File: config.mk
export PLATFORM = sky130hd
export DESIGN_NAME = jih_interp
export DESIGN_NICKNAME = d
export VERILOG_FILES = /design/src/sv/jih_pkg.sv /design/src/sv/jih_interp.sv
export SDC_FILE = /design/constraint.sdc
export NUM_CORES = 1
export LEC_CHECK = 0
export ABC_AREA = 0
export BUFFER_PORTS_ARGS = -buffer_cell sky130_fd_sc_hd__buf_2
export CORE_UTILIZATION = 50
export DETAILED_ROUTE_END_ITERATION = 8
export GPL_TIMING_DRIVEN = 0
export PLACE_DENSITY = 0.68
export SYNTH_ARGS = -nofsm -noshare
export SYNTH_HDL_FRONTEND = slang
export SYNTH_SLANG_ARGS = --single-unit
File: constraint.sdc
create_clock -name aclk -period 13.93 [get_ports aclk]
set_clock_uncertainty 0.05 [all_clocks]
set_input_delay 2.786 -clock aclk [delete_from_list [all_inputs] [get_ports aclk]]
set_output_delay 2.786 -clock aclk [all_outputs]
set_load 0.01 [all_outputs]
File: src/sv/jih_pkg.sv
// Shared types and constants for the joint intensity histogram block.
// No dependencies; all files but jih_count_mem use it by scoped names.
package jih_pkg;

    localparam int PIX_BITS   = 8;
    localparam int BIN_BITS   = 4;
    localparam int NBINS      = 16;
    localparam int POS_PORT_W = 20;
    localparam int QUAD_W     = 32;
    localparam int DIM_W      = 13;
    localparam int OUT_CNT_W  = 32;
    localparam int CFG_IDX_W  = 1;

    localparam logic [CFG_IDX_W-1:0] REG_IMAGE_WIDTH  = 1'd0;
    localparam logic [CFG_IDX_W-1:0] REG_IMAGE_HEIGHT = 1'd1;

    localparam logic [DIM_W-1:0] IMAGE_WIDTH_RESET  = 13'd640;
    localparam logic [DIM_W-1:0] IMAGE_HEIGHT_RESET = 13'd480;

    localparam logic CMD_ACCUM = 1'b0;
    localparam logic CMD_READ  = 1'b1;

    // Advance strobes for the two interpolation stages.
    typedef struct packed {
        logic lerp_x;
        logic lerp_y;
    } stage_en_t;

endpackage

File: src/sv/jih_interp.sv
// Two-stage bilinear interpolator that turns one position and its pixel quad
// into an intensity bin. Depends on jih_pkg.
module jih_interp #(
    parameter int FRAC_BITS = 8
) (
    input  logic                              aclk,
    input  jih_pkg::stage_en_t                en,
    input  logic [FRAC_BITS-1:0]              frac_x,
    input  logic [FRAC_BITS-1:0]              frac_y,
    input  logic [jih_pkg::QUAD_W-1:0]        quad,
    output logic [jih_pkg::BIN_BITS-1:0]      bin
);

    localparam int PB    = jih_pkg::PIX_BITS;
    localparam int TOP_W = PB + FRAC_BITS;
    localparam int SUM_W = PB + 2 * FRAC_BITS;

    logic [PB-1:0] tl, tr, bl, br;
    logic signed [PB:0]              d_top, d_bot;
    logic signed [FRAC_BITS:0]       fx_s, fy_s;
    logic signed [PB+FRAC_BITS+1:0]  p_top, p_bot;
    logic [TOP_W-1:0]                top_next, bot_next;
    logic [TOP_W-1:0]                top_reg, bot_reg;
    logic signed [TOP_W:0]           d_vert;
    logic signed [TOP_W+FRAC_BITS+1:0] p_vert;
    logic [SUM_W-1:0]                v_next;
    logic [jih_pkg::BIN_BITS-1:0]    bin_reg;

    assign tl = quad[PB-1:0];
    assign tr = quad[2*PB-1:PB];
    assign bl = quad[3*PB-1:2*PB];
    assign br = quad[4*PB-1:3*PB];

    // Each lerp is a + (b - a) * f; the true result is never negative and fits
    // in the target width, so modular addition gives it exactly.
    always_comb begin
        fx_s     = $signed({1'b0, frac_x});
        d_top    = $signed({1'b0, tr}) - $signed({1'b0, tl});
        d_bot    = $signed({1'b0, br}) - $signed({1'b0, bl});
        p_top    = d_top * fx_s;
        p_bot    = d_bot * fx_s;
        top_next = {tl, {FRAC_BITS{1'b0}}} + TOP_W'(p_top);
        bot_next = {bl, {FRAC_BITS{1'b0}}} + TOP_W'(p_bot);
    end

    always_comb begin
        fy_s   = $signed({1'b0, frac_y});
        d_vert = $signed({1'b0, bot_reg}) - $signed({1'b0, top_reg});
        p_vert = d_vert * fy_s;
        v_next = SUM_W'({top_reg, {FRAC_BITS{1'b0}}}) + SUM_W'(p_vert);
    end

    always_ff @(posedge aclk) begin
        if (en.lerp_x) begin
            top_reg <= top_next;
            bot_reg <= bot_next;
        end
        if (en.lerp_y) begin
            bin_reg <= v_next[SUM_W-1 -: jih_pkg::BIN_BITS];
        end
    end

    assign bin = bin_reg;

endmodule

# == Word-level counts from Yosys, hierarchy flattened ==
# Index checks and enable logic that the tools add are counted.
# word_totals
rom_bits,0
memories,0
regBits,36
ram_bits,0
output_inout_bits,4
latchBits,0
# op_classes
n_eq_ne,0
shift,0
addsub,6
reduce_logical,0
mux,0
div,0
order_cmp,0
mul,3
n_bitwise,0
# op_table
cell,n
$add A16 B16 Y16,2
$mul A9 B9 Y16,2
$add A24 B24 Y24,1
$mul A17 B9 Y24,1
$sub A8 B8 Y9,2
$sub A16 B16 Y17,1

# == Longest topological paths before layout ==
# logic_depth
depth_word,3
depth_mapped,27
ltp_nobuf,27

# == Worst setup path before layout ==
# No wires, ideal clock.
# synth_path
kind,input to register
from,input quad[24] (netlist bit)
to,register bot_reg[15] (data pin)
n_path_buf,0
t_required_ns,13.620
cell_stages,24
slack_ns,5.335
setup_ns,0.260
arrival_ns,8.285
cell_sequence,inv_1 > ha_1 > fa_1 > nor2b_1 > o21ai_0 > a21oi_1 > nand2b_1 > xor2_1 > nand2_1 > fa_1 > inv_1 > fa_1 > inv_1 > fa_1 > inv_1 > fa_1 > fa_1 > ha_1 > a21oi_1 > nor2b_1 > o21a_1 > o41ai_1 > o21ai_0 > xnor2_1
# synth_between
elab_chain_len,3
# synth_lines
element,line,rtl
from (decl),jih_interp.sv:10,"input logic [jih_pkg::QUAD_W-1:0] quad,"
$sub A8 B8 Y9,jih_interp.sv:39,"d_bot = $signed({1'b0, br}) - $signed({1'b0, bl});"
$mul A9 B9 Y16,jih_interp.sv:41,p_bot = d_bot * fx_s;
$add A16 B16 Y16,jih_interp.sv:43,"bot_next = {bl, {FRAC_BITS{1'b0}}} + TOP_W'(p_bot);"
named net bot_next[15],jih_interp.sv:22,"logic [TOP_W-1:0] top_next, bot_next;"
to (signal assigned),jih_interp.sv:56,bot_reg <= bot_next;
to (decl),jih_interp.sv:23,"logic [TOP_W-1:0] top_reg, bot_reg;"
# The timed path passes the listed nets, and every way through them passes these cells.
# A chain may end at the register's enable or synchronous reset.

# == Worst setup path after layout ==
# layout_path
from,input quad[17] (netlist bit)
to,register bot_reg[15] (data pin)
# layout_between
elab_chain_len,3
# layout_lines
element,line
$sub A8 B8 Y9,jih_interp.sv:39
$mul A9 B9 Y16,jih_interp.sv:41
$add A16 B16 Y16 *,jih_interp.sv:43
named net bot_next[15],jih_interp.sv:22
# The timed path passes the listed nets; every way through them passes the cells marked *.

==> results by group <==
Placed design
  – Post-DP HPWL: around 24 mm
  – Gpl congestion: just under 0.9
  – PortBufs: 50

Floorplan
  – Top Ports: between 50 and 60
  – Die area: roughly 0.027 mm²
  – Site row count: 58
  – Die Wd: around 160 µm
  – Starting Density: 0.512
  – Die Ht: between 150 and 200 µm
  – CORE AREA: approximately 0.025 mm²

Logic synthesis
  – Seq/Total Area, Yosys: 0.0834
  – Main combinational cell family by area after synthesis: adder cells
  – Cells after synthesis: 1,410
  – YS warnings: 0
  – Top_reg_cell synth: edfxtp_1
  – Post-Syn Area: between 0.01 and 0.015 mm²
  – Post-synthesis mux area share: 0.00743
  – Flops & latches, synth: 36
  – Complex-gate fraction of the synthesized area: 0.0767
  – Async SR Flop Fraction: 0
  – Syn_area_per_cell: just over 9 µm²
  – EDFF count, synth: 36
  – Distinct cells, synth: between 60 and 70
  – Post-Syn Nets: approximately 1,900
  – Post-Synth XOR/XNOR Area: 0.0451
  – Simple-gate share of the synthesized area: 0.155
  – Post-Synth Adder-Cell Area: 0.517

Timing
  – Worst Tran Pin Value: roughly 800 ps
  – Fmax: around 110 MHz
  – Max-slew headroom: 0.444
  – Final hold vios: 0
  – RSZ-0062 raised after global routing: false
  – Final setup TNS: 0 ps
  – Slew Limit Fails: 0
  – Final Cycle Share: 0.668
  – Minimum clock period: between 9000 and 10,000 ps
  – Count of final setup violators: 0

Route
  – Vias: 9,277
  – Final ANT Viol Nets: 0
  – Initial DRC count: between 400 and 500
  – DR WL/cell: ~15 µm
  – Vias per Instance: ~5.2
  – Total detailed-routing wirelength: ~28 mm
  – DR pass1 iterations: 5
  – Detailed-route DRC error count: 0

Setup path
  – Max FO, Critical Path: 8
  – Crit path required time: approximately 14,000 ps
  – Crit path capture type: flop
  – Critical path arrival: about 9300 ps
  – CP Class: primary input to flop
  – Startpoint types: primary input

Worst hold path
  – Hold crit path type: flop to flop

Flow run
  – Max_cap viols: 0

Global routing
  – Top Usage Layer GRT: met2
  – Largest net degree at the start of global routing: 33
  – First-pass GRT wire length: 48.0 mm
  – GR Layer Usage met1: 0.296
  – Met2 usage: 0.418
  – Gr usage total: 0.229
  – Global route overflow: 0
  – Number of global-route vias before repair: a little under 10,000
  – M3 GR Usage: 0.0175
  – Initial antenna violation count: 0

Clocking
  – H-tree levels: 2
  – Worst skew pair latency: between 200 and 300 ps
  – Cts repair resizes: 0
  – CTS clock-pin slew for the worst setup and hold paths: 60 ps
  – Post-CTS setup buffers: 0
  – Clock Sinks: 36
  – Bufs on Longest Clock Path: 2
  – CTS buffer count: 5
  – Hold-fix buffers at CTS: 0
  – Root Buffer: clkbuf_16
  – CTS tree: built

Layout
  – Most frequent cells in the layout: inv_1 (344), fa_1 (244), nand2_1 (168)
  – Fin nets: about 1,900
  – Layout cells sized above 1: 0.0647
  – Commonest non-fill, non-tap cell in the layout: inv_1
  – Fillers: between 2,000 and 2,500
  – Inserted Diodes: 0
  – Area Overhead vs Synth: 6.23%

Run status
  – Status: completed
## layout make-up
type	count	area, µm²	area share
multi-input combinational	990	10400	0.754
tap	330	413	0.0300
inverter	344	1290	0.0938
timing repair buffer	50	250	0.0182
sequential	36	1080	0.0785
clock buffer	5	125	0.00909
clock inverter	3	18.8	0.00136
buffer	40	214	0.0155
## synthesized netlist by cell type (5+ instances only)
library cell	number	area [µm²]
inv_1	344	1290
fa_1	244	4880
nand2_1	168	631
ha_1	145	1810
and2_1	91	569
xnor2_1	47	412
nor2b_1	39	244
edfxtp_1	36	1080
clkbuf_1	33	124
nor2_1	28	105
a21oi_1	27	135
nand2b_1	20	125
o21ai_0	18	90.1
xor2_1	16	140
a21o_1	13	97.6
nand3_1	11	55.1
o211ai_1	11	82.6
a31oi_1	9	56.3
nor3b_1	8	60.1
o21a_1	7	52.6
and3_1	6	37.5
clkbuf_8	6	82.6
nor3_1	6	30.0
mux2_2	5	56.3
## worst paths after layout
kind,startpoint,endpoint,slack (ps),depth (start not counted)
max,quad[17],bot_reg[15]$_DFFE_PP_,4620,27
min,bot_reg[15]$_DFFE_PP_,bin[3]$_DFFE_PP_,1010,5
max reg2reg,top_reg[0]$_DFFE_PP_,bin[3]$_DFFE_PP_,6200,24
min reg2reg,bot_reg[15]$_DFFE_PP_,bin[3]$_DFFE_PP_,1010,5
## cell families after synthesis
family | after synthesis
AOI/OAI and AO/OA | 132
xor gates and xnor gates | 65
adders and majority gates | 389
buffers and inverters | 384
DFF | 36
muxes | 9
and+or+nand+nor | 395
## layer usage
layer  vias to the layer above  part of all wire
li1                       4431                 -
met1                      4632              0.43
met2                       188              0.52
met3                        26             0.037
met4                         0             0.018
met5                         -                 0
## critical path, cell delays in order
cell and delay [ps]:
buf_2 140, inv_1 60, ha_1 270, nor2b_1 120, o21ai_0 210, a21boi_0 160
o21ai_0 230, nand2_1 90, xor2_1 560, nand2_1 180, fa_1 530, fa_1 520
inv_1 40, ha_1 260, inv_1 40, fa_1 470, inv_1 40, ha_1 270
ha_1 220, fa_1 470, a21o_1 200, a21oi_1 240, nor2b_1 80, o21a_1 190
o41ai_1 490, o21ai_0 220, xnor2_1 180
## through the flow
stage	std cells	utilization	instance area, µm²	hold WS [ps]	setup slack, ps
after floorplan	1410	-	13000	885	5330
after global placement	1790	0.538	13600	978	4290
after detailed placement	1790	0.538	13600	992	4280
after CTS	1798	0.544	13800	1010	4560
after global routing	1798	0.544	13800	1090	4230
final	1798	0.544	13800	1010	4620
Power is left out: the tool's default activity adds up to more than one toggle a clock period on the data nets, which glitch-free logic cannot reach.
